File: src/hdl/uff_pkg.sv
`default_nettype none
package uff_pkg;

    typedef enum logic [1:0] {
        MODE_RX_LINE   = 2'd0,
        MODE_APP_READ  = 2'd1,
        MODE_APP_WRITE = 2'd2,
        MODE_TX_READY  = 2'd3
    } mode_t;

    localparam int          ADDR_W       = 4;
    localparam logic [1:0]  REG_FLOW     = 2'd0;
    localparam logic [1:0]  REG_HIGH     = 2'd1;
    localparam logic [1:0]  REG_LOW      = 2'd2;

    localparam logic        FLOW_RESET   = 1'b1;
    localparam logic [5:0]  HIGH_RESET   = 6'd56;
    localparam logic [5:0]  LOW_RESET    = 6'd8;
    localparam logic [15:0] REFUSALS_MAX = 16'hFFFF;

    typedef struct packed {
        logic push;
        logic pop;
    } ring_cmd_t;

    typedef struct packed {
        logic full;
        logic empty;
    } ring_stat_t;

endpackage
`default_nettype wire

File: src/hdl/uff_ram.sv
`default_nettype none
module uff_ram #(
    parameter  int WIDTH = 8,
    parameter  int DEPTH = 64,
    localparam int AW    = $clog2(DEPTH)
) (
    input  wire logic             clk,
    input  wire logic             we,
    input  wire logic [AW-1:0]    waddr,
    input  wire logic [WIDTH-1:0] wdata,
    input  wire logic             re,
    input  wire logic [AW-1:0]    raddr,
    output logic      [WIDTH-1:0] rdata
);

    logic [WIDTH-1:0] mem [DEPTH];

    always_ff @(posedge clk)
    begin
        if (we)
        begin
            mem[waddr] <= wdata;
        end
        if (re)
        begin
            rdata <= mem[raddr];
        end
    end

endmodule
`default_nettype wire

File: src/hdl/uff_ring.sv
`default_nettype none
module uff_ring #(
    parameter  int DEPTH = 64,
    localparam int PW    = $clog2(DEPTH)
) (
    input  wire logic                 clk,
    input  wire logic                 rst_n,
    input  wire uff_pkg::ring_cmd_t   cmd,
    input  wire logic [7:0]           wdata,
    output logic      [7:0]           rdata,
    output uff_pkg::ring_stat_t       stat,
    output logic      [PW-1:0]        count
);

    logic [PW-1:0] head_reg, head_next;
    logic [PW-1:0] tail_reg, tail_next;
    logic          push_ok, pop_ok;

    function automatic logic [PW-1:0] next_ptr(input logic [PW-1:0] p);
        logic [PW-1:0] r;
        if (p == PW'(DEPTH - 1))
        begin
            r = '0;
        end
        else
        begin
            r = p + 1'b1;
        end
        return r;
    endfunction

    function automatic logic [PW-1:0] ring_count(input logic [PW-1:0] h,
                                                 input logic [PW-1:0] t);
        logic [PW:0] s;
        if (h >= t)
        begin
            s = {1'b0, h} - {1'b0, t};
        end
        else
        begin
            s = {1'b0, h} + (PW+1)'(DEPTH) - {1'b0, t};
        end
        return s[PW-1:0];
    endfunction

    always_comb
    begin
        stat.empty = (head_reg == tail_reg);
        stat.full  = (next_ptr(head_reg) == tail_reg);
        push_ok    = cmd.push & ~stat.full;
        pop_ok     = cmd.pop & ~stat.empty;
        head_next  = push_ok ? next_ptr(head_reg) : head_reg;
        tail_next  = pop_ok ? next_ptr(tail_reg) : tail_reg;
        count      = ring_count(head_reg, tail_reg);
    end

    always_ff @(posedge clk or negedge rst_n)
    begin
        if (!rst_n)
        begin
            head_reg <= '0;
            tail_reg <= '0;
        end
        else
        begin
            head_reg <= head_next;
            tail_reg <= tail_next;
        end
    end

    uff_ram #(
        .WIDTH (8),
        .DEPTH (DEPTH)
    ) u_ram (
        .clk   (clk),
        .we    (push_ok),
        .waddr (head_reg),
        .wdata (wdata),
        .re    (pop_ok),
        .raddr (tail_reg),
        .rdata (rdata)
    );

endmodule
`default_nettype wire

File: src/hdl/uff_rts.sv
`default_nettype none
module uff_rts #(
    parameter  int DEPTH = 64,
    localparam int PW    = $clog2(DEPTH),
    localparam int CW    = (PW > 6) ? PW : 6
) (
    input  wire logic          clk,
    input  wire logic          rst_n,
    input  wire logic          line_beat,
    input  wire logic          line_stored,
    input  wire logic          read_beat,
    input  wire logic          flow_enable,
    input  wire logic [5:0]    high_water,
    input  wire logic [5:0]    low_water,
    input  wire logic [PW-1:0] rx_count,
    output logic               rts
);

    logic          rts_reg, rts_next;
    logic          above_high, below_low;
    logic [PW-1:0] count_next;

    always_comb
    begin
        priority if (line_stored)
        begin
            count_next = rx_count + PW'(1);
        end
        else if (read_beat)
        begin
            count_next = rx_count - PW'(1);
        end
        else
        begin
            count_next = rx_count;
        end
        above_high = CW'(count_next) > CW'(high_water);
        below_low  = CW'(count_next) < CW'(low_water);
        priority if (flow_enable && line_beat && above_high)
        begin
            rts_next = 1'b1;
        end
        else if (flow_enable && read_beat && below_low)
        begin
            rts_next = 1'b0;
        end
        else
        begin
            rts_next = rts_reg;
        end
        rts = rts_reg;
    end

    always_ff @(posedge clk or negedge rst_n)
    begin
        if (!rst_n)
        begin
            rts_reg <= 1'b0;
        end
        else
        begin
            rts_reg <= rts_next;
        end
    end

endmodule
`default_nettype wire

File: src/hdl/uff_top_stub.sv
`default_nettype none
module uff_cfg (
    input  wire logic                        clk,
    input  wire logic                        rst_n,
    input  wire logic                        psel,
    input  wire logic                        penable,
    input  wire logic                        pwrite,
    input  wire logic [uff_pkg::ADDR_W-1:0]  paddr,
    input  wire logic [31:0]                 pwdata,
    output logic      [31:0]                 prdata,
    output logic                             flow_enable,
    output logic      [5:0]                  high_water,
    output logic      [5:0]                  low_water
);

    logic       flow_reg, flow_next;
    logic [5:0] high_reg, high_next;
    logic [5:0] low_reg,  low_next;
    logic       wr_beat;

    always_comb
    begin
        wr_beat   = psel & penable & pwrite;
        flow_next = flow_reg;
        high_next = high_reg;
        low_next  = low_reg;
        prdata    = '0;
        unique case (paddr[3:2])
            uff_pkg::REG_FLOW:
            begin
                prdata = {31'd0, flow_reg};
                if (wr_beat)
                begin
                    flow_next = pwdata[0];
                end
            end
            uff_pkg::REG_HIGH:
            begin
                prdata = {26'd0, high_reg};
                if (wr_beat)
                begin
                    high_next = pwdata[5:0];
                end
            end
            uff_pkg::REG_LOW:
            begin
                prdata = {26'd0, low_reg};
                if (wr_beat)
                begin
                    low_next = pwdata[5:0];
                end
            end
            default:
            begin
                prdata = '0;
            end
        endcase
        flow_enable = flow_reg;
        high_water  = high_reg;
        low_water   = low_reg;
    end

    always_ff @(posedge clk or negedge rst_n)
    begin
        if (!rst_n)
        begin
            flow_reg <= uff_pkg::FLOW_RESET;
            high_reg <= uff_pkg::HIGH_RESET;
            low_reg  <= uff_pkg::LOW_RESET;
        end
        else
        begin
            flow_reg <= flow_next;
            high_reg <= high_next;
            low_reg  <= low_next;
        end
    end

endmodule
`default_nettype wire

File: src/hdl/uart_fifo_rts_flow_control.sv
`default_nettype none
// UART receive/transmit FIFO pair with software RTS flow control. One event
// (line byte, application read, application write, transmitter ready) is
// taken per clock; busy is never raised. Each event's result appears with
// done high for exactly one cycle, in the cycle after the event is
// accepted, and must be captured then: there is no way to stall it. Read
// data comes from the registered read port of each ring's RAM. Each ring holds
// RING_DEPTH-1 bytes; rx_count and tx_count report the low six bits of the
// fill level. The RAMs need no clearing after reset.
module uart_fifo_rts_flow_control #(
    parameter int RING_DEPTH = 64
) (
    input  wire logic                        clk,
    input  wire logic                        rst_n,
    input  wire logic                        psel,
    input  wire logic                        penable,
    input  wire logic                        pwrite,
    input  wire logic [uff_pkg::ADDR_W-1:0]  paddr,
    input  wire logic [31:0]                 pwdata,
    output logic      [31:0]                 prdata,
    output logic                             pready,
    input  wire logic                        start,
    output logic                             busy,
    input  wire logic [1:0]                  mode,
    input  wire logic [7:0]                  data_in,
    output logic                             done,
    output logic      [7:0]                  data_out,
    output logic                             data_valid,
    output logic                             accepted,
    output logic                             rts_asserted,
    output logic                             tx_irq_enable,
    output logic      [5:0]                  rx_count,
    output logic      [5:0]                  tx_count,
    output logic      [15:0]                 refused_count
);

    localparam int PW = $clog2(RING_DEPTH);
    localparam int CW = (PW > 6) ? PW : 6;

    logic                 flow_enable;
    logic [5:0]           high_water, low_water;
    logic                 beat;
    uff_pkg::mode_t       mode_e;
    uff_pkg::ring_cmd_t   rx_cmd, tx_cmd;
    uff_pkg::ring_stat_t  rx_stat, tx_stat;
    logic [7:0]           rx_rdata, tx_rdata;
    logic [PW-1:0]        rx_cnt, tx_cnt;
    logic [CW-1:0]        rx_cnt_w, tx_cnt_w;

    logic        done_reg, done_next;
    logic        valid_reg, valid_next;
    logic        acc_reg, acc_next;
    logic        sel_tx_reg, sel_tx_next;
    logic        irq_reg, irq_next;
    logic [15:0] refusals_reg, refusals_next;

    uff_cfg u_cfg (
        .clk         (clk),
        .rst_n       (rst_n),
        .psel        (psel),
        .penable     (penable),
        .pwrite      (pwrite),
        .paddr       (paddr),
        .pwdata      (pwdata),
        .prdata      (prdata),
        .flow_enable (flow_enable),
        .high_water  (high_water),
        .low_water   (low_water)
    );

    always_comb
    begin
        busy          = 1'b0;
        pready        = 1'b1;
        beat          = start & ~busy;
        mode_e        = uff_pkg::mode_t'(mode);
        rx_cmd        = '0;
        tx_cmd        = '0;
        done_next     = beat;
        valid_next    = 1'b0;
        acc_next      = 1'b0;
        sel_tx_next   = sel_tx_reg;
        irq_next      = irq_reg;
        refusals_next = refusals_reg;
        if (beat)
        begin
            unique case (mode_e)
                uff_pkg::MODE_RX_LINE:
                begin
                    rx_cmd.push = 1'b1;
                    acc_next    = ~rx_stat.full;
                end
                uff_pkg::MODE_APP_READ:
                begin
                    rx_cmd.pop  = 1'b1;
                    valid_next  = ~rx_stat.empty;
                    sel_tx_next = 1'b0;
                end
                uff_pkg::MODE_APP_WRITE:
                begin
                    tx_cmd.push = 1'b1;
                    acc_next    = ~tx_stat.full;
                    if (!tx_stat.full)
                    begin
                        irq_next = 1'b1;
                    end
                    else if (refusals_reg != uff_pkg::REFUSALS_MAX)
                    begin
                        refusals_next = refusals_reg + 16'd1;
                    end
                end
                uff_pkg::MODE_TX_READY:
                begin
                    tx_cmd.pop  = 1'b1;
                    valid_next  = ~tx_stat.empty;
                    sel_tx_next = 1'b1;
                    if (tx_stat.empty)
                    begin
                        irq_next = 1'b0;
                    end
                end
                default:
                begin
                    rx_cmd = '0;
                end
            endcase
        end
        rx_cnt_w      = CW'(rx_cnt);
        tx_cnt_w      = CW'(tx_cnt);
        done          = done_reg;
        data_valid    = valid_reg;
        accepted      = acc_reg;
        data_out      = valid_reg ? (sel_tx_reg ? tx_rdata : rx_rdata) : 8'd0;
        tx_irq_enable = irq_reg;
        rx_count      = rx_cnt_w[5:0];
        tx_count      = tx_cnt_w[5:0];
        refused_count = refusals_reg;
    end

    always_ff @(posedge clk or negedge rst_n)
    begin
        if (!rst_n)
        begin
            done_reg     <= 1'b0;
            valid_reg    <= 1'b0;
            acc_reg      <= 1'b0;
            sel_tx_reg   <= 1'b0;
            irq_reg      <= 1'b0;
            refusals_reg <= '0;
        end
        else
        begin
            done_reg     <= done_next;
            valid_reg    <= valid_next;
            acc_reg      <= acc_next;
            sel_tx_reg   <= sel_tx_next;
            irq_reg      <= irq_next;
            refusals_reg <= refusals_next;
        end
    end

    uff_ring #(
        .DEPTH (RING_DEPTH)
    ) u_rx_ring (
        .clk   (clk),
        .rst_n (rst_n),
        .cmd   (rx_cmd),
        .wdata (data_in),
        .rdata (rx_rdata),
        .stat  (rx_stat),
        .count (rx_cnt)
    );

    uff_ring #(
        .DEPTH (RING_DEPTH)
    ) u_tx_ring (
        .clk   (clk),
        .rst_n (rst_n),
        .cmd   (tx_cmd),
        .wdata (data_in),
        .rdata (tx_rdata),
        .stat  (tx_stat),
        .count (tx_cnt)
    );

    uff_rts #(
        .DEPTH (RING_DEPTH)
    ) u_rts (
        .clk         (clk),
        .rst_n       (rst_n),
        .line_beat   (rx_cmd.push),
        .line_stored (rx_cmd.push & ~rx_stat.full),
        .read_beat   (rx_cmd.pop & ~rx_stat.empty),
        .flow_enable (flow_enable),
        .high_water  (high_water),
        .low_water   (low_water),
        .rx_count    (rx_cnt),
        .rts         (rts_asserted)
    );

`ifndef SYNTH
    a_done_follows: assert property (@(posedge clk) disable iff (!rst_n)
        (start && !busy) |=> done)
        else $error("result beat missing after accepted event");

    a_valid_acc_excl: assert property (@(posedge clk) disable iff (!rst_n)
        done |-> !(data_valid && accepted))
        else $error("data_valid and accepted both set");

    a_refusal_src: assert property (@(posedge clk) disable iff (!rst_n)
        !$stable(refused_count) |->
            $past(start && mode == uff_pkg::MODE_APP_WRITE && tx_stat.full))
        else $error("refusal count moved without a refused write");

    a_rts_rise: assert property (@(posedge clk) disable iff (!rst_n)
        $rose(rts_asserted) |-> $past(start && mode == uff_pkg::MODE_RX_LINE))
        else $error("RTS rose without a line byte");
`endif

endmodule
`default_nettype wire

File: config.mk
export PLATFORM = sky130hd
export DESIGN_NAME = uart_fifo_rts_flow_control
export DESIGN_NICKNAME = d
export VERILOG_FILES = /design/src/hdl/uff_pkg.sv /design/src/hdl/uff_ram.sv /design/src/hdl/uff_ring.sv /design/src/hdl/uff_rts.sv /design/src/hdl/uff_top_stub.sv /design/src/hdl/uart_fifo_rts_flow_control.sv
export SDC_FILE = /design/constraint.sdc
export NUM_CORES = 1
export LEC_CHECK = 0
export BUFFER_PORTS_ARGS = -buffer_cell sky130_fd_sc_hd__buf_2
export CAP_MARGIN = 20
export CORE_ASPECT_RATIO = 1.2
export CORE_MARGIN = 1.5
export CORE_UTILIZATION = 55
export DETAILED_ROUTE_END_ITERATION = 10
export PLACE_DENSITY = 0.75
export SYNTH_ARGS = -nofsm -noshare
export SYNTH_HDL_FRONTEND = slang
export SYNTH_SLANG_ARGS = --single-unit
File: constraint.sdc
create_clock -name clk -period 12 [get_ports clk]
set_input_delay 1.2 -clock clk [delete_from_list [all_inputs] [get_ports clk]]
set_output_delay 1.2 -clock clk [all_outputs]
set_load 0.05 [all_outputs]
==> results by group, run 1 <==
Routing
  – Initial drt markers: 2565
  – DR vias: 21100
  – Final wirelength: 96500 um
  – DRC Markers: 8
  – Vias per cell: 6.35
  – Post-DRT Antenna Nets: 0
  – Initial DRT Pass Iterations: 10
  – Wirelength per Cell: 29.1 um

Synthesis
  – YS warnings: 0
  – Post-synth top flop: edfxtp_1
  – Yosys reg bits: 1099
  – Synthesized instance count: 2108
  – Syn_area_per_cell: 20.9 um2
  – Count leader, synth: edfxtp_1
  – Post-synthesis sequential area ratio: 0.741
  – Most instantiated cells after synthesis: edfxtp_1 (1040), mux4_2 (336), nor2_1 (157), nand2_1 (55), dfrtp_1 (54)
  – Synth area leaders: edfxtp_1 (71%), mux4_2 (17%), dfrtp_1 (3.1%), nor2_1 (1.3%), ha_1 (0.79%)
  – Post-synth ARST share: 0.0537
  – Mapped cell area: 0.0441 mm2
  – Top cell type's share of synthesized area: 0.708
  – Yosys top cell by area: edfxtp_1
  – Synth cell types: 61
  – Post-synth EDFFs: 1040

Timing
  – Final slew viol count: 0
  – Fmax: 184 MHz
  – Post-layout min period: 5440 ps
  – Setup violators final: 0
  – Relative slew margins: 0.301
  – Final worst-path cycle share: 0.453
  – Max Clock Skew: 36.2 ps
  – RSZ-0062 raised after global routing: false
  – Worst Max-Slew Pin Slew: 1050 ps
  – Final Hold Fails: 0
  – Final TNS setup: 0 ps
  – Final worst slack: 6560 ps

GRT
  – Number of global-route vias before repair: 21600
  – Largest net degree at the start of global routing: 94
  – First-pass GRT wire length: 143000 um
  – Grt ovf: 0
  – Global-route usage over all layers: 0.241
  – Initial antenna violation count: 3

Die
  – Rows: 113
  – Die height: 313 um
  – Die Area: 0.0820 mm2
  – Num ports: 127
  – Core ar.: 0.0793 mm2
  – Initial Util: 0.556
  – Chip width: 262 um

Clocking
  – Post-CTS Resized: 0
  – CTS Buffer Depth: 3
  – H-tree Lvls: 3
  – TritonCTS clock tree: built
  – Worst-Skew Late Latency: 670 ps
  – # hold bufs at CTS: 0
  – Root Driver: clkbuf_16
  – Total CTS buffers: 102
  – Setup bufs post-CTS: 0
  – Clock-pin slew on the worst setup and hold paths: 70 ps
  – Sink Count: 1099

Worst setup path
  – Critical Path AT: 5990 ps
  – R2r endpoint: u_rts.rts
  – Crit path kind: reg -> reg
  – Startpoint types: flop
  – WP data required: 12550 ps
  – R2r setup slk: 6560 ps
  – R2R Path Start: u_rx_ring.tail_reg[0]
  – CP endpoint kind: flop
  – Worst reg-to-reg path cell count: 15
  – Worst-path maximum fanout: 44

Cells and area
  – Area grow syn2layout: 10.4%
  – Final Net Count: 2276
  – Fill count: 5342
  – Register area: 0.0327 mm2
  – Layout cells sized above 1: 0.267
  – Multi-input combinational cell area: 0.0107 mm2

Hold path
  – Hold endpoint: refused_count[11]
  – Hold Path Stages: 1
  – Hold WC Path Type: reg -> reg
  – Hold Crit Start: refused_count[11]

Job
  – Max Cap Violations: 0

Placement
  – Port Buffers: 70
  – Detailed Place HPWL: 59400 um
  – Setup WS pre-CTS: 6620 ps
  – GPL Wtd Cong: 0.859

Power and ir drop
  – PwrDens: 229 mW/mm2
  – Leakage: 15.5 nW
  – Worst IR drop on VDD: 0.000318 V

Status
  – Status: complete, but fails checks
  – Violated checks: DRC
[kinds of logic (layout without fill, tap and decap cells)]
logic type,Yosys count,after routing,share of synthesized area
mux,358,358,0.177
flops,1099,1099,0.741
simple gates,315,315,0.0323
compound gates,81,81,0.0121
other cells,2,30,0.000170
buf+inv,171,320,0.0185
xor+xnor,52,52,0.0103
fa+ha+maj,30,30,0.00884
[area by class of cell]
cell class                 instances  area share
antenna                            2    0.000103
timing repair buffer              90      0.0110
clock buffer                     122      0.0552
clock inverter                    71      0.0127
tap                             1035      0.0266
inverter                          37     0.00285
sequential                      1099       0.672
multi-input combinational        864       0.220
[how the worst max path moves through the flow]
stage                          start        end  slack, ps  cells after the start
2_1_floorplan  u_rx_ring.tail_reg[1]  u_rts.rts       7060                     16
3_3_place_gp   u_rx_ring.tail_reg[0]  u_rts.rts       6710                     15
3_5_place_dp   u_rx_ring.tail_reg[0]  u_rts.rts       6620                     17
4_1_cts        u_rx_ring.tail_reg[0]  u_rts.rts       6570                     15
5_1_grt        u_rx_ring.tail_reg[0]  u_rts.rts       6110                     17
6_report       u_rx_ring.tail_reg[0]  u_rts.rts       6560                     15
[critical path, cell delays in order (launching register included)]
cell	delay (ps)
dfrtp_4	1000
ha_1	440
and3_1	220
nand4_1	210
nand3_1	480
clkinv_1	590
nand2_1	240
a21boi_0	270
xnor2_1	220
ha_1	250
a21o_1	170
a21o_1	170
a211oi_1	240
o21ai_0	140
or4_1	480
o22a_1	180
[where the power goes]
| part | internal [mW] | switching, mW | leakage [nW] | total (mW) |
|---|---|---|---|---|
| clock network | 1.80 | 1.40 | 1.59 | 3.20 |
| registers | 4.30 | 0.241 | 10.1 | 4.55 |
| logic | 1.50 | 1.91 | 3.83 | 3.41 |
[metal layers]
metal	track usage	wire length (um)	share of wire
met1	0.338	37200	0.39
met2	0.382	47400	0.49
met3	0.0471	8360	0.087
met4	0.0883	3430	0.036
met5	0	0	0
[placed cells by master (no fill, tap or decap), types with 5 or more instances in the layout]
cell,synthesis,final
nand3_1,23,23
o21ai_0,23,23
mux4_2,336,336
dfrtp_1,54,50
a22o_1,5,5
nand2_1,55,55
buf_2,36,61
bufinv_16,0,9
nor3_1,12,12
nor2b_1,11,11
clkbuf_16,0,104
xnor2_1,29,29
clkinv_1,1,23
conb_1,2,28
clkinvlp_4,0,13
a21o_1,7,7
mux2i_1,11,11
nand3b_1,5,5
xor2_1,23,23
buf_4,30,27
and3_1,10,10
ha_1,28,28
dfstp_2,5,5
and2_1,5,5
nor2_1,157,157
inv_1,34,34
clkinv_2,0,20
a31oi_1,5,5
a21oi_1,18,18
nand4_1,13,13
or3_1,5,5
clkbuf_1,44,16
mux2_2,11,11
inv_6,0,5
edfxtp_1,1040,1040
[through the flow]
stage	cells	hold slack (ps)	instance area (um2)	util	total power, mW
4_1_cts	3317	497	48700	0.614	11.2
6_report	3320	488	48700	0.614	11.2
2_1_floorplan	2134	489	44200	-	6.99
5_1_grt	3318	515	48700	0.614	11.5
3_5_place_dp	3124	484	45400	0.572	8.02
3_3_place_gp	3124	467	45400	0.572	7.95
Power figures use the tool's default switching activity.
==> inputs of run 2 (changes only) <==
--- a/config.mk
+++ b/config.mk
@@ -11,7 +11,7 @@
 export CORE_MARGIN = 1.5
 export CORE_UTILIZATION = 55
 export DETAILED_ROUTE_END_ITERATION = 10
-export PLACE_DENSITY = 0.75
+export PLACE_DENSITY = 0.78
 export SYNTH_ARGS = -nofsm -noshare
 export SYNTH_HDL_FRONTEND = slang
 export SYNTH_SLANG_ARGS = --single-unit
==> constraint.sdc (replaced) <==
create_clock -name clk -period 4.59 [get_ports clk]
set_input_delay 0.459 -clock clk [delete_from_list [all_inputs] [get_ports clk]]
set_output_delay 0.459 -clock clk [all_outputs]
set_load 0.05 [all_outputs]
==> run 2 against run 1 <==
Compared with the run above:
- critical endpoint unchanged
- largest power group unchanged
- cell area increased by 2.1%
- flip-flop and latch count unchanged
- the flow still finishes with violations (DRC)
- power grew to 2.7 times the previous value
- routed wire length grew 3.3%
- hold slack worse by 450 ps
- highest routed layer is now met5
==> results by group, run 2 (same netlist as run 1, synthesis figures left out) <==
Placement
  – GPL Wtd Cong: 0.865 (+0.75%)
  – Port Buffers: 70 (unchanged)
  – Setup WS pre-CTS: 311 ps (-6310 ps)
  – Detailed Place HPWL: 60500 um (+2.0%)

Timing
  – Relative slew margins: 0.227 (-0.0746)
  – Final TNS setup: 0 ps (unchanged)
  – Final Hold Fails: 0 (unchanged)
  – RSZ-0062 raised after global routing: false
  – Final slew viol count: 0 (unchanged)
  – Fmax: 229 MHz (+24%)
  – Post-layout min period: 4370 ps (-1070 ps)
  – Final worst-path cycle share: 0.952 (+0.499)
  – Max Clock Skew: 28.7 ps (-7.53 ps)
  – Final worst slack: 220 ps (-6340 ps)
  – Setup violators final: 0 (unchanged)
  – Worst Max-Slew Pin Slew: 1160 ps (+112 ps)

Cells and area
  – Most common cell after layout, fill and taps aside: edfxtp_1
  – Register area: 0.0327 mm2 (about the same)
  – Layout cells sized above 1: 0.299 (+0.0320)
  – Area grow syn2layout: 12.7%
  – Fill count: 5082 (-4.9%)
  – Final Net Count: 2378 (+4.5%)
  – Multi-input combinational cell area: 0.0107 mm2 (+0.35%)
  – Most frequent cells in the layout: edfxtp_1 (1040), mux4_2 (336), nor2_1 (157), buf_4 (119), clkbuf_16 (102)

Worst setup path
  – R2r setup slk: 220 ps (-6340 ps)
  – Startpoint types: flop
  – CP Cell Sequence: inv_1 > ha_1 > inv_1 > fa_2 > xor2_2 > or4_1 > or3_1 > o31ai_1 > xor2_1 > ha_1 > nand4_1 > nor2_1 > a211oi_2 > o21ai_1 > or4_1 > o22a_1
  – Critical Path Slowest Stage Cell: or4_1
  – Worst reg-to-reg path cell count: 16 (+1)
  – CP endpoint kind: flop
  – Crit path kind: reg -> reg
  – WP data required: 5140 ps (-7410 ps)
  – R2R Path Start: u_rx_ring.head_reg[0]
  – Worst-path maximum fanout: 10 (-77%)
  – Critical Path AT: 4920 ps (-1070 ps)
  – Crit-path max cell delay: 500 ps (-500 ps)
  – R2r endpoint: u_rts.rts

Status
  – Status: complete, but fails checks
  – Violated checks: DRC

GRT
  – First-pass GRT wire length: 148000 um (+3.3%)
  – Largest net degree at the start of global routing: 131 (+39%)
  – Met1 Usage GRT: 0.334 (-0.00410)
  – Global-route usage over all layers: 0.249 (+0.00786)
  – Initial antenna violation count: 11 (+8)
  – Number of global-route vias before repair: 22400 (+3.9%)
  – Grt ovf: 0 (unchanged)
  – GR met2 Demand/Resource: 0.409 (+0.0270)
  – Routing usage on met3: 0.0438 (-0.00331)
  – Grt peak-use layer: met2

Power and ir drop
  – Sw power: 9.29 mW (+160%)
  – Switching Share: 0.313 (-0.00506)
  – Leakage: 16.2 nW (+4.2%)
  – Worst IR drop on VDD: 0.000606 V (+90%)
  – Logic pwr share: 0.312 (+0.007)
  – Power consumption: 29.6 mW (+170%)
  – Internal power: 20.3 mW (+170%)
  – Reg power frac: 0.393 (-0.015)
  – PwrDens: 596 mW/mm2 (+160%)
  – Clk pwr share: 0.294 (+0.007)

Routing
  – Vias per cell: 6.35 (about the same)
  – DR vias: 21700 (+2.9%)
  – Final wirelength: 99600 um (+3.3%)
  – Post-DRT Antenna Nets: 0 (unchanged)
  – Wirelength per Cell: 29.1 um (+0.30%)
  – Initial drt markers: 2578 (+0.51%)
  – Initial DRT Pass Iterations: 11 (+1)
  – DRC Markers: 12 (+4)

Hold path
  – Hold endpoint: u_cfg.high_water[5]
  – Hold Path Stages: 3 (+2)
  – Hold WC Path Type: in -> reg
  – Hold Crit Start: pwdata[5]

Die
  – Die height: 313 um (unchanged)
  – Chip width: 262 um (unchanged)
  – Num ports: 127 (unchanged)
  – Core ar.: 0.0793 mm2 (unchanged)
  – Initial Util: 0.556 (unchanged)
  – Die Area: 0.0820 mm2 (unchanged)
  – Rows: 113 (unchanged)

Job
  – Max Cap Violations: 0 (unchanged)

Clocking
  – Root Driver: clkbuf_16
  – Total CTS buffers: 102 (unchanged)
  – TritonCTS clock tree: built
  – Worst-Skew Late Latency: 680 ps (about the same)
  – Clock-pin slew on the worst setup and hold paths: 70 ps (about the same)
  – CTS Buffer Depth: 3 (unchanged)
  – Sink Count: 1099 (unchanged)
  – H-tree Lvls: 3 (unchanged)
## run 2: worst max path at each step
stage	slack, ps	endpoint	startpoint
floorplan	10	u_rts.rts	u_rx_ring.tail_reg[1]
global placement	430	u_rts.rts	u_rx_ring.head_reg[0]
detailed placement	310	u_rts.rts	u_rx_ring.head_reg[0]
CTS	150	u_rts.rts	u_rx_ring.head_reg[0]
global route	30	u_rts.rts	u_rx_ring.head_reg[0]
finish	220	u_rts.rts	u_rx_ring.head_reg[0]
## run 2: repair_timing
action / 4_1_cts / 5_1_grt
endpoints found under the hold margin: 31 / 0
hold buffers: 4 / 0
buffers inserted: 0 / 1
gates resized for setup: 0 / 4
endpoints found under the setup margin: 0 / 1
## run 2: power groups by stage
| stage | Sequential (mW) | Combinational, mW | Clock [mW] |
|---|---|---|---|
| after floorplan | 11.6 | 6.68 | 0 |
| after global placement | 11.8 | 8.93 | 0 |
| after detailed placement | 11.8 | 9.13 | 0 |
| after CTS | 11.6 | 9.23 | 8.84 |
| after global routing | 11.7 | 9.70 | 9.22 |
| final | 11.7 | 9.26 | 8.72 |
## run 2: worst max-delay path: cells and delay by family, from the launching register on
kind	cells	cell delay, ps
AOI/OAI and AO/OA	4	630
xor gates and xnor gates	2	510
adders and majority gates	3	860
buffers and inverters	2	220
DFF	1	470
and+or+nand+nor	5	1550
## run 2: final cells by class
class	count	share of cell area
tap	1035	0.0260
clock buffer	113	0.0521
multi-input combinational	864	0.216
antenna	3	0.000151
timing repair buffer	192	0.0277
inverter	37	0.00279
sequential	1099	0.658
clock inverter	75	0.0175
## run 2: metrics by stage
step | util | std cells | hold WS, ps | area (um2)
6_report | 0.627 | 3418 | 36.3 | 49800
4_1_cts | 0.627 | 3412 | 2.51 | 49700
2_1_floorplan | - | 2134 | 163 | 44300
3_3_place_gp | 0.582 | 3220 | 467 | 46200
5_1_grt | 0.627 | 3415 | 29.1 | 49800
3_5_place_dp | 0.582 | 3220 | 491 | 46200
## run 2: per-layer routing
metal,up-vias,part of all wire
met5,-,0.00070
met4,12,0.040
met3,213,0.082
met2,1129,0.51
met1,11400,0.37
li1,8975,-
